==> config.mk <==
export PLATFORM = sky130hd
export DESIGN_NAME = transport_block_deframe_check_flat
export DESIGN_NICKNAME = d
export VERILOG_FILES = /design/src/sv/tbdc_pkg.sv /design/src/sv/tbdc_in_if.sv /design/src/sv/tbdc_out_if.sv /design/src/sv/tbdc_parse.sv /design/src/sv/transport_block_deframe_check.sv /design/src/flat_wrapper.sv
export SDC_FILE = /design/constraint.sdc
export NUM_CORES = 1
export LEC_CHECK = 0
export BUFFER_PORTS_ARGS = -buffer_cell sky130_fd_sc_hd__buf_2
export CORE_MARGIN = 10
export CORE_UTILIZATION = 45
export DETAILED_ROUTE_END_ITERATION = 8
export HOLD_SLACK_MARGIN = 0.1
export PLACE_DENSITY = 0.73
export SYNTH_ARGS = -nofsm -noshare
export SYNTH_HDL_FRONTEND = slang
export SYNTH_SLANG_ARGS = --single-unit
export TNS_END_PERCENT = 1
==> constraint.sdc <==
create_clock -name clk -period 6.4 [get_ports clk]
set_clock_uncertainty 0.05 [all_clocks]
set_input_delay 0.32 -clock clk [delete_from_list [all_inputs] [get_ports clk]]
set_output_delay 0.32 -clock clk [all_outputs]
set_load 0.02 [all_outputs]
==> src/sv/tbdc_pkg.sv <==
`timescale 1ns / 1ps
// ---------------------------------------------------------------------------
// tbdc_pkg
// Shared types, constants and the CRC-32C byte update for the transport
// block deframe checker.
// ---------------------------------------------------------------------------
`default_nettype none

package tbdc_pkg;

  localparam int MAX_FRAME_BYTES = 131072;

  localparam int POS_W    = 18;
  localparam int LEN_W    = 16;
  localparam int BLEN_W   = 17;
  localparam int CNT_W    = 19;
  localparam int CFG_IDX_W = 2;
  localparam int CFG_DAT_W = 8;

  localparam int HDR_BYTES     = 32;
  localparam int HDR_CRC_START = 28;
  localparam int CRC_BYTES     = 4;

  localparam logic [31:0] CRC_POLY = 32'h82F6_3B78;
  localparam logic [31:0] CRC_INIT = 32'hFFFF_FFFF;

  typedef enum logic [3:0] {
    ST_OK        = 4'd0,
    ST_TRUNCATED = 4'd1,
    ST_BAD_TYPE  = 4'd2,
    ST_BAD_MINOR = 4'd3,
    ST_RESERVED  = 4'd4,
    ST_HDR_CRC   = 4'd5,
    ST_TRAILING  = 4'd6,
    ST_PAY_CRC   = 4'd7,
    ST_PADDING   = 4'd8,
    ST_TOO_LONG  = 4'd9
  } status_t;

  typedef enum logic [CFG_IDX_W-1:0] {
    REG_PADDED_MODE    = 2'd0,
    REG_DATA_BLOCK_TYPE = 2'd1,
    REG_REQUIRED_MINOR = 2'd2
  } cfg_reg_t;

  typedef struct packed {
    logic       padded_mode;
    logic [7:0] data_block_type;
    logic [7:0] required_minor;
  } cfg_t;

  typedef struct packed {
    logic              is_verdict;
    logic [7:0]        payload_byte;
    status_t           status_code;
    logic [POS_W-1:0]  error_offset;
    logic [63:0]       session_tag;
    logic [63:0]       segment_ordinal;
    logic [31:0]       outer_block_id;
    logic [LEN_W-1:0]  payload_length;
  } res_t;

  // reflected castagnoli crc, one byte
  function automatic logic [31:0] crc32c_byte(input logic [31:0] crc_in,
                                              input logic [7:0]  b);
    logic [31:0] c;
    c = crc_in ^ {24'd0, b};
    for (int k = 0; k < 8; k++) begin
      c = c[0] ? ((c >> 1) ^ CRC_POLY) : (c >> 1);
    end
    return c;
  endfunction

endpackage

`default_nettype wire

==> src/sv/tbdc_in_if.sv <==
`timescale 1ns / 1ps
// ---------------------------------------------------------------------------
// tbdc_in_if
// Byte stream channel into the deframe checker.
// ---------------------------------------------------------------------------
`default_nettype none

interface tbdc_in_if;
  logic       valid;
  logic       ready;
  logic [7:0] data_byte;
  logic       end_of_frame;

  modport source (output valid, output data_byte, output end_of_frame, input ready);
  modport sink   (input valid, input data_byte, input end_of_frame, output ready);
endinterface

`default_nettype wire

==> src/sv/tbdc_out_if.sv <==
`timescale 1ns / 1ps
// ---------------------------------------------------------------------------
// tbdc_out_if
// Result channel: passed payload bytes and the frame verdict.
// ---------------------------------------------------------------------------
`default_nettype none

interface tbdc_out_if;
  logic                          valid;
  logic                          ready;
  logic                          is_verdict;
  logic [7:0]                    payload_byte;
  logic [3:0]                    status_code;
  logic [tbdc_pkg::POS_W-1:0]    error_offset;
  logic [63:0]                   session_tag;
  logic [63:0]                   segment_ordinal;
  logic [31:0]                   outer_block_id;
  logic [tbdc_pkg::LEN_W-1:0]    payload_length;

  modport source (output valid, output is_verdict, output payload_byte,
                  output status_code, output error_offset, output session_tag,
                  output segment_ordinal, output outer_block_id,
                  output payload_length, input ready);
  modport sink   (input valid, input is_verdict, input payload_byte,
                  input status_code, input error_offset, input session_tag,
                  input segment_ordinal, input outer_block_id,
                  input payload_length, output ready);
endinterface

`default_nettype wire

==> src/sv/tbdc_parse.sv <==
`timescale 1ns / 1ps
// ---------------------------------------------------------------------------
// tbdc_parse
// Per-frame state: byte position, crc, header capture and first error.
// Consumes one accepted beat and produces at most one result.
// ---------------------------------------------------------------------------
`default_nettype none

module tbdc_parse (
  input  wire logic           clk,
  input  wire logic           rst_n,
  input  wire logic           beat_fire,
  input  wire logic [7:0]     data_byte,
  input  wire logic           end_of_frame,
  input  wire tbdc_pkg::cfg_t cfg,
  output logic                res_valid,
  output tbdc_pkg::res_t      res
);

  localparam int PW = tbdc_pkg::POS_W;
  localparam int BW = tbdc_pkg::BLEN_W;
  localparam int CW = tbdc_pkg::CNT_W;

  logic [PW-1:0]            pos_r,     pos_nxt;
  logic [31:0]              crc_r,     crc_nxt;
  logic [31:0]              hdr_crc_r, hdr_crc_nxt;
  logic [31:0]              crc_sh_r,  crc_sh_nxt;
  logic [63:0]              sess_r,    sess_nxt;
  logic [63:0]              ord_r,     ord_nxt;
  logic [31:0]              outer_r,   outer_nxt;
  logic [tbdc_pkg::LEN_W-1:0] len_r,   len_nxt;
  tbdc_pkg::status_t        err_r,     err_nxt;
  logic [PW-1:0]            eoff_r,    eoff_nxt;

  logic [BW-1:0]            pay_end;
  logic [BW-1:0]            blen;
  logic [CW-1:0]            count;
  logic                     in_hdr;
  logic                     in_pay;
  logic                     in_trl;
  logic                     note_en;
  tbdc_pkg::status_t        note_code;
  logic [PW-1:0]            note_off;
  tbdc_pkg::status_t        err_a;
  logic [PW-1:0]            eoff_a;
  logic [31:0]              crc_upd;
  logic [31:0]              sh_upd;
  tbdc_pkg::status_t        v_code;
  logic [PW-1:0]            v_off;

  assign pay_end = BW'(tbdc_pkg::HDR_BYTES) + {1'b0, len_r};
  assign blen    = pay_end + BW'(tbdc_pkg::CRC_BYTES);
  assign count   = {1'b0, pos_r} + CW'(1);
  assign in_hdr  = (pos_r < PW'(tbdc_pkg::HDR_BYTES));
  assign in_pay  = !in_hdr && (pos_r < {1'b0, pay_end});
  assign in_trl  = !in_hdr && !in_pay && (pos_r < {1'b0, blen});
  assign crc_upd = tbdc_pkg::crc32c_byte(crc_r, data_byte);
  assign sh_upd  = {data_byte, crc_sh_r[31:8]};

  always_comb begin
    pos_nxt     = pos_r;
    crc_nxt     = crc_r;
    hdr_crc_nxt = hdr_crc_r;
    crc_sh_nxt  = crc_sh_r;
    sess_nxt    = sess_r;
    ord_nxt     = ord_r;
    outer_nxt   = outer_r;
    len_nxt     = len_r;
    note_en     = 1'b0;
    note_code   = tbdc_pkg::ST_OK;
    note_off    = '0;

    if (in_hdr) begin
      if (pos_r < PW'(tbdc_pkg::HDR_CRC_START)) begin
        crc_nxt = crc_upd;
      end
      if (pos_r == PW'(0) && data_byte != cfg.data_block_type) begin
        note_en   = 1'b1;
        note_code = tbdc_pkg::ST_BAD_TYPE;
        note_off  = PW'(0);
      end else if (pos_r == PW'(1) && data_byte != cfg.required_minor) begin
        note_en   = 1'b1;
        note_code = tbdc_pkg::ST_BAD_MINOR;
        note_off  = PW'(1);
      end else if ((pos_r == PW'(2) || pos_r == PW'(3)) && data_byte != 8'd0) begin
        note_en   = 1'b1;
        note_code = tbdc_pkg::ST_RESERVED;
        note_off  = PW'(2);
      end else if (pos_r >= PW'(4) && pos_r < PW'(12)) begin
        sess_nxt = {data_byte, sess_r[63:8]};
      end else if (pos_r >= PW'(12) && pos_r < PW'(20)) begin
        ord_nxt = {data_byte, ord_r[63:8]};
      end else if (pos_r >= PW'(20) && pos_r < PW'(24)) begin
        outer_nxt = {data_byte, outer_r[31:8]};
      end else if (pos_r >= PW'(24) && pos_r < PW'(26)) begin
        len_nxt = {data_byte, len_r[15:8]};
      end else if ((pos_r == PW'(26) || pos_r == PW'(27)) && data_byte != 8'd0) begin
        note_en   = 1'b1;
        note_code = tbdc_pkg::ST_RESERVED;
        note_off  = PW'(26);
      end else if (pos_r >= PW'(tbdc_pkg::HDR_CRC_START)) begin
        crc_sh_nxt = sh_upd;
      end
      // header crc closes at byte 27, payload crc starts fresh
      if (pos_r == PW'(27)) begin
        hdr_crc_nxt = ~crc_upd;
        crc_nxt     = tbdc_pkg::CRC_INIT;
      end
      if (pos_r == PW'(31) && sh_upd != hdr_crc_r) begin
        note_en   = 1'b1;
        note_code = tbdc_pkg::ST_HDR_CRC;
        note_off  = PW'(tbdc_pkg::HDR_CRC_START);
      end
    end else if (in_pay) begin
      crc_nxt = crc_upd;
    end else if (in_trl) begin
      crc_sh_nxt = sh_upd;
      if (pos_r == {1'b0, blen - BW'(1)} && sh_upd != ~crc_r) begin
        note_en   = 1'b1;
        note_code = tbdc_pkg::ST_PAY_CRC;
        note_off  = {1'b0, pay_end};
      end
    end else if (cfg.padded_mode && data_byte != 8'd0) begin
      note_en   = 1'b1;
      note_code = tbdc_pkg::ST_PADDING;
      note_off  = pos_r;
    end

    if (pos_r != '1) begin
      pos_nxt = pos_r + PW'(1);
    end
  end

  // too long overrides, then the first noted error sticks
  always_comb begin
    err_a  = err_r;
    eoff_a = eoff_r;
    if (pos_r >= PW'(tbdc_pkg::MAX_FRAME_BYTES)) begin
      err_a  = tbdc_pkg::ST_TOO_LONG;
      eoff_a = PW'(tbdc_pkg::MAX_FRAME_BYTES);
    end
    err_nxt  = err_a;
    eoff_nxt = eoff_a;
    if (note_en && err_a == tbdc_pkg::ST_OK) begin
      err_nxt  = note_code;
      eoff_nxt = note_off;
    end
  end

  always_comb begin
    v_code = tbdc_pkg::ST_OK;
    v_off  = '0;
    if (err_nxt == tbdc_pkg::ST_TOO_LONG) begin
      v_code = err_nxt;
      v_off  = eoff_nxt;
    end else if (count < CW'(tbdc_pkg::HDR_BYTES)) begin
      v_code = tbdc_pkg::ST_TRUNCATED;
      v_off  = count[PW-1:0];
    end else if (err_nxt == tbdc_pkg::ST_BAD_TYPE || err_nxt == tbdc_pkg::ST_BAD_MINOR ||
                 err_nxt == tbdc_pkg::ST_RESERVED || err_nxt == tbdc_pkg::ST_HDR_CRC) begin
      v_code = err_nxt;
      v_off  = eoff_nxt;
    end else if (count < {2'b00, blen}) begin
      v_code = tbdc_pkg::ST_TRUNCATED;
      v_off  = count[PW-1:0];
    end else if (!cfg.padded_mode && count > {2'b00, blen}) begin
      v_code = tbdc_pkg::ST_TRAILING;
      v_off  = {1'b0, blen};
    end else if (err_nxt != tbdc_pkg::ST_OK) begin
      v_code = err_nxt;
      v_off  = eoff_nxt;
    end
  end

  assign res_valid = beat_fire && (end_of_frame || in_pay);

  always_comb begin
    res.is_verdict      = end_of_frame;
    res.payload_byte    = end_of_frame ? 8'd0 : data_byte;
    res.status_code     = end_of_frame ? v_code : tbdc_pkg::ST_OK;
    res.error_offset    = end_of_frame ? v_off : '0;
    res.session_tag     = sess_nxt;
    res.segment_ordinal = ord_nxt;
    res.outer_block_id  = outer_nxt;
    res.payload_length  = len_nxt;
  end

  always_ff @(posedge clk) begin
    if (!rst_n || (beat_fire && end_of_frame)) begin
      pos_r     <= '0;
      crc_r     <= tbdc_pkg::CRC_INIT;
      hdr_crc_r <= '0;
      crc_sh_r  <= '0;
      sess_r    <= '0;
      ord_r     <= '0;
      outer_r   <= '0;
      len_r     <= '0;
      err_r     <= tbdc_pkg::ST_OK;
      eoff_r    <= '0;
    end else if (beat_fire) begin
      pos_r     <= pos_nxt;
      crc_r     <= crc_nxt;
      hdr_crc_r <= hdr_crc_nxt;
      crc_sh_r  <= crc_sh_nxt;
      sess_r    <= sess_nxt;
      ord_r     <= ord_nxt;
      outer_r   <= outer_nxt;
      len_r     <= len_nxt;
      err_r     <= err_nxt;
      eoff_r    <= eoff_nxt;
    end
  end

  // a closed frame starts again from offset zero with no error
  a_frame_restart: assert property (@(posedge clk) disable iff (!rst_n)
    (beat_fire && end_of_frame) |=> (pos_r == '0 && err_r == tbdc_pkg::ST_OK))
    else $error("frame state not cleared after last beat");

  // too long is never lost once the frame passes the limit
  a_too_long_sticks: assert property (@(posedge clk) disable iff (!rst_n)
    (beat_fire && !end_of_frame && pos_r >= PW'(tbdc_pkg::MAX_FRAME_BYTES))
    |=> (err_r == tbdc_pkg::ST_TOO_LONG))
    else $error("too long error not held");

  // a result only ever comes from an accepted beat
  a_res_needs_beat: assert property (@(posedge clk) disable iff (!rst_n)
    res_valid |-> beat_fire)
    else $error("result without a beat");

endmodule

`default_nettype wire

==> src/sv/transport_block_deframe_check.sv <==
`timescale 1ns / 1ps
// ---------------------------------------------------------------------------
// transport_block_deframe_check
// Deframes a transport block byte stream, checks header and payload crc,
// passes payload bytes through and reports one verdict per frame.
// ---------------------------------------------------------------------------
// a result is registered into the output register in the cycle after its beat
// throughput: one byte per cycle while the output is not stalled, set by the byte-wide crc-32c update
// input accepts while the output register is empty or being drained
// reset (sync, active low): frame state cleared, crc all ones,
// padded_mode 1, data_block_type 1, required_minor 0, no clearing pass
`default_nettype none

module transport_block_deframe_check (
  input  wire logic                               clk,
  input  wire logic                               rst_n,
  tbdc_in_if.sink                                 in_ch,
  tbdc_out_if.source                              out_ch,
  input  wire logic                               cfg_we,
  input  wire logic [tbdc_pkg::CFG_IDX_W-1:0]     cfg_index,
  input  wire logic [tbdc_pkg::CFG_DAT_W-1:0]     cfg_wdata
);

  tbdc_pkg::cfg_t cfg_r;
  logic           in_ready;
  logic           beat_fire;
  logic           res_valid;
  tbdc_pkg::res_t res;
  logic           out_valid_r;
  tbdc_pkg::res_t out_r;

  assign in_ready    = !out_valid_r || out_ch.ready;
  assign in_ch.ready = in_ready;
  assign beat_fire   = in_ch.valid && in_ready;

  always_ff @(posedge clk) begin
    if (!rst_n) begin
      cfg_r.padded_mode     <= 1'b1;
      cfg_r.data_block_type <= 8'd1;
      cfg_r.required_minor  <= 8'd0;
    end else if (cfg_we) begin
      case (cfg_index)
        tbdc_pkg::REG_PADDED_MODE:     cfg_r.padded_mode     <= cfg_wdata[0];
        tbdc_pkg::REG_DATA_BLOCK_TYPE: cfg_r.data_block_type <= cfg_wdata;
        tbdc_pkg::REG_REQUIRED_MINOR:  cfg_r.required_minor  <= cfg_wdata;
        default: ;
      endcase
    end
  end

  tbdc_parse u_parse (
    .clk          (clk),
    .rst_n        (rst_n),
    .beat_fire    (beat_fire),
    .data_byte    (in_ch.data_byte),
    .end_of_frame (in_ch.end_of_frame),
    .cfg          (cfg_r),
    .res_valid    (res_valid),
    .res          (res)
  );

  always_ff @(posedge clk) begin
    if (!rst_n) begin
      out_valid_r <= 1'b0;
    end else if (res_valid) begin
      out_valid_r <= 1'b1;
    end else if (out_ch.ready) begin
      out_valid_r <= 1'b0;
    end
  end

  always_ff @(posedge clk) begin
    if (res_valid) begin
      out_r <= res;
    end
  end

  assign out_ch.valid           = out_valid_r;
  assign out_ch.is_verdict      = out_r.is_verdict;
  assign out_ch.payload_byte    = out_r.payload_byte;
  assign out_ch.status_code     = out_r.status_code;
  assign out_ch.error_offset    = out_r.error_offset;
  assign out_ch.session_tag     = out_r.session_tag;
  assign out_ch.segment_ordinal = out_r.segment_ordinal;
  assign out_ch.outer_block_id  = out_r.outer_block_id;
  assign out_ch.payload_length  = out_r.payload_length;

  // last beat always yields a verdict beat next cycle
  a_last_gives_verdict: assert property (@(posedge clk) disable iff (!rst_n)
    (beat_fire && in_ch.end_of_frame) |=> (out_valid_r && out_r.is_verdict))
    else $error("missing verdict after last beat");

  // payload beats carry no status
  a_payload_clean: assert property (@(posedge clk) disable iff (!rst_n)
    (out_valid_r && !out_r.is_verdict)
    |-> (out_r.status_code == tbdc_pkg::ST_OK && out_r.error_offset == '0))
    else $error("payload beat with status");

  // an ok verdict reports offset zero
  a_ok_offset: assert property (@(posedge clk) disable iff (!rst_n)
    (out_valid_r && out_r.is_verdict && out_r.status_code == tbdc_pkg::ST_OK)
    |-> (out_r.error_offset == '0))
    else $error("ok verdict with nonzero offset");

endmodule

`default_nettype wire
==> src/flat_wrapper.sv <==
// flat-port wrapper written by rule: the top's interface ports become plain ports
module transport_block_deframe_check_flat 
  (clk, rst_n, cfg_we, cfg_index, cfg_wdata, in_ch_valid, in_ch_data_byte, in_ch_end_of_frame, in_ch_ready, out_ch_valid, out_ch_is_verdict, out_ch_payload_byte, out_ch_status_code, out_ch_error_offset, out_ch_session_tag, out_ch_segment_ordinal, out_ch_outer_block_id, out_ch_payload_length, out_ch_ready);
  tbdc_in_if in_ch_i ();
  tbdc_out_if out_ch_i ();
  input  wire logic clk;
  input  wire logic rst_n;
  input  wire logic cfg_we;
  input  wire logic [tbdc_pkg::CFG_IDX_W-1:0] cfg_index;
  input  wire logic [tbdc_pkg::CFG_DAT_W-1:0] cfg_wdata;
  input wire logic [$bits(in_ch_i.valid)-1:0] in_ch_valid;
  input wire logic [$bits(in_ch_i.data_byte)-1:0] in_ch_data_byte;
  input wire logic [$bits(in_ch_i.end_of_frame)-1:0] in_ch_end_of_frame;
  output wire logic [$bits(in_ch_i.ready)-1:0] in_ch_ready;
  output wire logic [$bits(out_ch_i.valid)-1:0] out_ch_valid;
  output wire logic [$bits(out_ch_i.is_verdict)-1:0] out_ch_is_verdict;
  output wire logic [$bits(out_ch_i.payload_byte)-1:0] out_ch_payload_byte;
  output wire logic [$bits(out_ch_i.status_code)-1:0] out_ch_status_code;
  output wire logic [$bits(out_ch_i.error_offset)-1:0] out_ch_error_offset;
  output wire logic [$bits(out_ch_i.session_tag)-1:0] out_ch_session_tag;
  output wire logic [$bits(out_ch_i.segment_ordinal)-1:0] out_ch_segment_ordinal;
  output wire logic [$bits(out_ch_i.outer_block_id)-1:0] out_ch_outer_block_id;
  output wire logic [$bits(out_ch_i.payload_length)-1:0] out_ch_payload_length;
  input wire logic [$bits(out_ch_i.ready)-1:0] out_ch_ready;
  assign in_ch_i.valid = in_ch_valid;
  assign in_ch_i.data_byte = in_ch_data_byte;
  assign in_ch_i.end_of_frame = in_ch_end_of_frame;
  assign in_ch_ready = in_ch_i.ready;
  assign out_ch_valid = out_ch_i.valid;
  assign out_ch_is_verdict = out_ch_i.is_verdict;
  assign out_ch_payload_byte = out_ch_i.payload_byte;
  assign out_ch_status_code = out_ch_i.status_code;
  assign out_ch_error_offset = out_ch_i.error_offset;
  assign out_ch_session_tag = out_ch_i.session_tag;
  assign out_ch_segment_ordinal = out_ch_i.segment_ordinal;
  assign out_ch_outer_block_id = out_ch_i.outer_block_id;
  assign out_ch_payload_length = out_ch_i.payload_length;
  assign out_ch_i.ready = out_ch_ready;
  transport_block_deframe_check u_core (.clk(clk), .rst_n(rst_n), .in_ch(in_ch_i), .out_ch(out_ch_i), .cfg_we(cfg_we), .cfg_index(cfg_index), .cfg_wdata(cfg_wdata));
endmodule
==> flow_summary.yaml, run 1 <==
synth:
  async_flop_share: 0
  ys_top_cells_by_area: "dfxtp_1, edfxtp_1, mux2_2"
  synth_simple_gate_area_frac: 0.189
  synthDistinctLibCells: 92
  seq_area_frac_synth: 0.491
  syn_nets: 2794
  synth_top_area_share: 0.250
  synth_compound_area_frac: 0.100
  syn_area_per_cell_um2: 9.50
  yosys.area_share.xor_xnor: 0.0823
  synth_top_family_by_area: "simple AND/OR/NAND/NOR gates"
  synth_edf_count: 207
  synth_area_leader_cell: "dfxtp_1"
  netlist_instances: 2714
  yosys.area_share.adder: 0.0276
  synth_area_mm2: 0.0258
  synth.area.mux_share: 0.0777
  ys_ff_latch: 529
  synth_ff_type: "dfxtp_1"
  yosys_warnings: 0
power:
  total_power_uw: 9710
  switching_share: 0.321
  power_frac_comb: 0.284
  p_sw_uw: 3120
  clock_power_share: 0.325
  internal_power_uw: 6590
  seqPwrFrac: 0.390
  p_per_area_mw_per_mm2: 326
  ir_worst_vdd_v: 0.000294
  p_leak_uw: 0.0115
timing:
  relSlewSlack: 0.245
  fin_setup_tns_ps: 0
  fin_crit_ps: 5960
  holdWs_ps: 227
  tightestPinTransition_ps: 1130
  setup_viol: 0
  max_freq_ghz: 0.168
  fin_crit_sh: 0.931
  drv_slew: 0
  rsz0062_at_grt: "false"
  finalHoldViolCount: 0
route:
  first_iter_violations: 1964
  vias: 21200
  dr_wl_met3_mm: 6.25
  highest_layer: "met4"
  routedWlPerCell_um: 22.0
  first_pass_iters: 5
  via_per_inst: 5.70
  drc: 0
  met2_wirelength_mm: 38.7
  wl_mm: 81.6
  wl_met1_mm: 35.0
  ant_nets: 0
critical_path:
  cp_cell_sequence: "ha_1 > xnor2_2 > or2_1 > or3_1 > and2_1 > inv_1 > ha_1 > and4_1 > a221o_1 > a31oi_1 > o21a_1 > a211o_1 > nor3b_2 > o21ai_1 > o41ai_2 > or3_1 > and3_1 > buf_4 > nand2b_1 > nand3_1 > o21a_1"
  worstPathArrival_ps: 6260
  critical_path_class: "reg2reg"
  crit_fanout: 11
  cp.required_ps: 6700
  startpoint: "u_core.u_parse.len_r[5]$_SDFFE_PP0P_"
  crit_path_start_kind: "register"
  cp-end-kind: "register"
  max_stage_delay_ps: 540
  cp_slowest_cell: "o41ai_2"
  reg2reg_from: "u_core.u_parse.len_r[5]$_SDFFE_PP0P_"
global_routing:
  grt_overflow_total: 0
  grt.total_usage: 0.232
  antenna_found_initial: 0
  grt_max_degree: 162
  grt_pass1_wl_mm: 122
  grt_pass1_vias: 20200
clock_tree:
  worstSkewPairLatency_ps: 620
  cts_setup_buffers: 0
  cts_buffers: 53
  cts_buffer_depth: 3
  clk_pin_slew_ps: 60
  htreeDepth: 2
  cts_tree: "built"
  clkSinkCount: 529
  clockRootBuffer: "clkbuf_16"
floorplan:
  num_io_pins: 233
  die_x_um: 259
  start_util: 0.456
  core_area_mm2: 0.0566
  fp.dieH_um: 259
  die_area_mm2: 0.0673
  row_count: 87
place:
  dp.cells: 3600
  portBuffers: 232
  hpwl_mm: 57.6
  place.gp.congestion: 0.987
final_layout:
  antenna-diode-count: 0
  nets: 2991
  layout.cells.non_filler: 3709
  area_growth_pct: 15.4
  drive_gt1_frac: 0.190
  fin_util: 0.526
worst_hold_path:
  holdCritPathClass: "in2reg"
  hp-start: "in_ch_data_byte[5]"
flow_run:
  cap_violations: 0
outcome:
  status: "finished clean"
## kinds of logic after synthesis
kind of cell / after synthesis
compound gates: 413
xor+xnor: 230
fa+ha+maj: 57
buf+inv: 217
flops: 529
mux: 183
simple gates: 1085
## worst paths after layout
kind / end / slack, ps / cells past startpoint
setup reg to reg: u_core.out_ch.status_code[0]$_SDFFCE_PN0P_ / 440 / 21
hold reg to reg: u_core.u_parse.ord_r[1]$_SDFFE_PP0P_ / 400 / 2
setup / recovery: u_core.out_ch.status_code[0]$_SDFFCE_PN0P_ / 440 / 21
hold / removal: u_core.u_parse.crc_sh_r[29]$_SDFFE_PP0P_ / 230 / 3
## state kept, by name, indices dropped and copies added (netlist names), 8 cells and up
signal / count
u_core.out_ch.segment_ordinal: 64
u_core.out_ch.session_tag: 64
u_core.u_parse.ord_r: 64
u_core.u_parse.sess_r: 64
u_core.out_ch.outer_block_id: 32
u_core.u_parse.crc_r: 32
u_core.u_parse.hdr_crc_r: 32
u_core.u_parse.outer_r: 32
u_core.u_parse.crc_sh_r: 24
u_core.out_ch.error_offset: 18
u_core.u_parse.eoff_r: 18
u_core.u_parse.pos_r: 18
u_core.cfg_r: 17
u_core.out_ch.payload_length: 16
u_core.u_parse.len_r: 16
u_core.out_ch.payload_byte: 8
## stage by stage
step	cell area, µm²	setup WS, ps
after floorplan	25800	118
after global placement	27800	313
after detailed placement	27800	307
after CTS	29700	274
after global routing	29800	10.6
final	29800	441
## layer usage
layer / up-vias / global-route usage
met5: - / 0
met1: 10400 / 0.309
met4: 0 / 0.0593
met2: 756 / 0.380
met3: 92 / 0.0468
li1: 9882 / -
## final cells by class
| type | instances | area [µm²] |
|---|---|---|
| Clock buffer | 78 | 1490 |
| Clock inverter | 19 | 280 |
| Fill cell | 5144 | 26800 |
| Inverter | 41 | 158 |
| Multi-Input combinational cell | 1968 | 12400 |
| Sequential cell | 529 | 12700 |
| Tap cell | 756 | 946 |
| Timing Repair Buffer | 318 | 1870 |
## timing repair
| item | in CTS | in global routing |
|---|---|---|
| resized for setup | 0 | 4 |
| hold buffers | 12 | 0 |
| hold endpoints to repair | 18 | 0 |
| endpoints found under the setup margin | 0 | 19 |
## power groups by stage
stage | clock, µW | combinational [µW] | sequential, µW
5_1_grt | 3340 | 2960 | 3800
3_3_place_gp | 0 | 2690 | 3850
4_1_cts | 3220 | 2730 | 3790
3_5_place_dp | 0 | 2710 | 3860
6_report | 3160 | 2760 | 3790
2_1_floorplan | 0 | 1960 | 3910
## cells in the mapped netlist (all sizes together), types with 6 or more instances
master	n
xor2	50
nand2b	12
dfxtp	322
a21o	8
nand2	382
a31oi	9
o21ai	76
clkbuf	152
and4	8
a22oi	10
xnor2	173
mux2i	46
nor2b	28
o31ai	8
nor3	130
and2	13
or3	10
o22ai	20
o211ai	13
buf	24
nand3	49
inv	40
or4	7
nor3b	6
ha	56
mux2	137
o21a	13
a211oi	33
a21oi	161
nand4	32
and3	12
a21boi	6
edfxtp	207
nor4	28
nor2	345
## critical path: cells and delay by family (launching register included)
kind | cells | cell delay, ps
fa+ha+maj | 2 | 680
simple gates | 9 | 2210
buf+inv | 2 | 310
compound gates | 7 | 1760
flops | 1 | 500
xor+xnor | 1 | 160
## cell usage in the layout, fill, tap and decap left out, types with 9 or more instances in the layout
| master | netlist | routed |
|---|---|---|
| clkbuf_16 | 0 | 53 |
| a211oi_1 | 33 | 33 |
| nor2b_1 | 28 | 28 |
| xor2_1 | 50 | 49 |
| nand4_1 | 32 | 32 |
| xnor2_1 | 172 | 171 |
| and3_1 | 12 | 12 |
| a31oi_1 | 9 | 9 |
| o22ai_1 | 20 | 20 |
| buf_4 | 1 | 71 |
| a22oi_1 | 10 | 10 |
| nor4_1 | 27 | 26 |
| ha_1 | 56 | 56 |
| nor3_1 | 129 | 128 |
| dlygate4sd3_1 | 0 | 12 |
| o211ai_1 | 13 | 13 |
| inv_1 | 38 | 37 |
| mux2i_1 | 46 | 46 |
| o21ai_0 | 68 | 68 |
| edfxtp_1 | 207 | 207 |
| nor2_1 | 345 | 342 |
| a21oi_1 | 161 | 161 |
| dfxtp_1 | 322 | 322 |
| nand2_1 | 382 | 380 |
| mux2_2 | 137 | 137 |
| or3_1 | 10 | 10 |
| and2_1 | 12 | 11 |
| nand2b_1 | 12 | 12 |
| buf_2 | 7 | 232 |
| clkbuf_1 | 152 | 18 |
| o21a_1 | 13 | 13 |
| nand3_1 | 47 | 47 |
(Power assumes the default switching activity.)
==> run 2, diff against run 1 <==
Settings changed: PLACE_DENSITY 0.73 to 0.7.
Clock period 6.4 ns to 5.7 ns, I/O delays scaled along.
==> flow_summary.yaml, run 2 (same netlist as run 1, synthesis figures left out) <==
outcome:
  status: "finished clean"
power:
  seqPwrFrac: 0.383
  power_frac_comb: 0.289
  p_per_area_mw_per_mm2: 365
  total_power_uw: 11100
  p_leak_uw: 0.0118
  switching_share: 0.325
  clock_power_share: 0.328
  ir_worst_vdd_v: 0.000341
  internal_power_uw: 7500
  p_sw_uw: 3600
global_routing:
  grt.total_usage: 0.238
  antenna_found_initial: 2
  grt_pass1_wl_mm: 126
  grt_max_degree: 111
  grt_overflow_total: 0
  grt_pass1_vias: 20800
timing:
  drv_slew: 0
  max_freq_ghz: 0.184
  rsz0062_at_grt: "true"
  fin_crit_sh: 0.952
  tightestPinTransition_ps: 1120
  finalHoldViolCount: 0
  fin_crit_ps: 5430
  setup_viol: 0
  relSlewSlack: 0.251
critical_path:
  max_stage_delay_ps: 390
  cp_slowest_cell: "dfxtp_4"
  crit_path_start_kind: "register"
  crit_fanout: 9
  worstPathArrival_ps: 5710
  critical_path_class: "reg2reg"
  cp.required_ps: 5990
  cp_cell_sequence: "ha_4 > xnor2_2 > or2_4 > or3_1 > and2_1 > inv_1 > ha_1 > and4_1 > a221o_1 > a31oi_1 > o21a_1 > a2111oi_1 > nor3_1 > o32a_1 > o41ai_2 > buf_4 > or3_1 > and3_2 > or2_4 > buf_4 > o22ai_1 > a21oi_1"
  cp-end-kind: "register"
route:
  wl_mm: 83.4
  first_pass_iters: 7
  drc: 0
  first_iter_violations: 1965
  via_per_inst: 5.68
  routedWlPerCell_um: 22.1
  vias: 21400
  ant_nets: 0
final_layout:
  final_cell_mix: "nand2_1, nor2_1, dfxtp_1"
  antenna-diode-count: 0
  area_growth_pct: 18.0
  fin_util: 0.538
  drive_gt1_frac: 0.215
  layout.cells.non_filler: 3773
  nets: 3050
  final_common_cell: "nand2_1"
floorplan:
  start_util: 0.456
  die_area_mm2: 0.0673
  row_count: 87
  die_x_um: 259
  core_area_mm2: 0.0566
  fp.dieH_um: 259
  num_io_pins: 233
clock_tree:
  cts_buffers: 55
  worstSkewPairLatency_ps: 630
  clk_pin_slew_ps: 70
  clockRootBuffer: "clkbuf_16"
  cts_tree: "built"
  cts_buffer_depth: 3
  clkSinkCount: 529
  htreeDepth: 2
flow_run:
  cap_violations: 0
place:
  place.gp.congestion: 1.02
  portBuffers: 232
  hpwl_mm: 58.8
  dp.cells: 3656
worst_hold_path:
  holdCritPathClass: "in2reg"
run 2: worst paths after layout:
| kind | from | end | slack, ps | cells past startpoint |
|---|---|---|---|---|
| worst max-delay path | u_core.u_parse.len_r[5]$_SDFFE_PP0P_ | u_core.out_ch.error_offset[16]$_SDFFCE_PN0P_ | 270 | 22 |
| worst min-delay path | in_ch_data_byte[1] | u_core.u_parse.crc_sh_r[25]$_SDFFE_PP0P_ | 200 | 3 |
| worst max register to register | u_core.u_parse.len_r[5]$_SDFFE_PP0P_ | u_core.out_ch.error_offset[16]$_SDFFCE_PN0P_ | 270 | 22 |
| worst min register to register | u_core.u_parse.ord_r[1]$_SDFFE_PP0P_ | u_core.u_parse.ord_r[1]$_SDFFE_PP0P_ | 400 | 2 |
run 2: cell type report:
type / instances / area, µm²
timing repair buffer: 375 / 2320
sequential: 529 / 12700
inverter: 41 / 158
clock inverter: 26 / 308
tap: 756 / 946
fill: 5032 / 26200
multi-input combinational: 1968 / 12500
clock buffer: 78 / 1550
run 2: worst max-delay path, delay by kind of cell, from the launching register on:
kind	cells	cell delay, ps
xor+xnor	1	180
simple gates	8	2260
flops	1	390
fa+ha+maj	2	470
compound gates	8	1360
buf+inv	3	420
run 2: repair_timing:
item / CTS / global route
hold buffers: 13 / 0
endpoints found under the setup margin: 0 / 21
endpoints found under the hold margin: 18 / 0
buffers inserted: 0 / 0
resized for setup: 0 / 24
run 2: power by group through the flow:
stage | Combinational (µW) | Sequential (µW) | Clock, µW
2_1_floorplan | 2210 | 4380 | 0
3_3_place_gp | 3090 | 4320 | 0
3_5_place_dp | 3120 | 4330 | 0
4_1_cts | 3150 | 4250 | 3720
5_1_grt | 3450 | 4270 | 3860
6_report | 3210 | 4250 | 3650
run 2: layer usage:
layer	routed length, µm	GRT usage	vias to the layer above
met3	7190	0.0585	150
met5	11	0	-
met1	34900	0.310	10500
li1	-	-	10000
met4	2890	0.0919	2
met2	38400	0.375	829
run 2: metrics by stage:
| stage | hold WS [ps] | instance area (µm²) | TNS [ps] | setup slack [ps] |
|---|---|---|---|---|
| global route | 179 | 30400 | -9.51 | -9.51 |
| floorplan | 334 | 25900 | -41110 | -199 |
| CTS | 157 | 30400 | 0 | 65.6 |
| detailed placement | 394 | 28400 | 0 | 122 |
| finish | 198 | 30400 | 0 | 273 |
| global placement | 389 | 28400 | 0 | 305 |
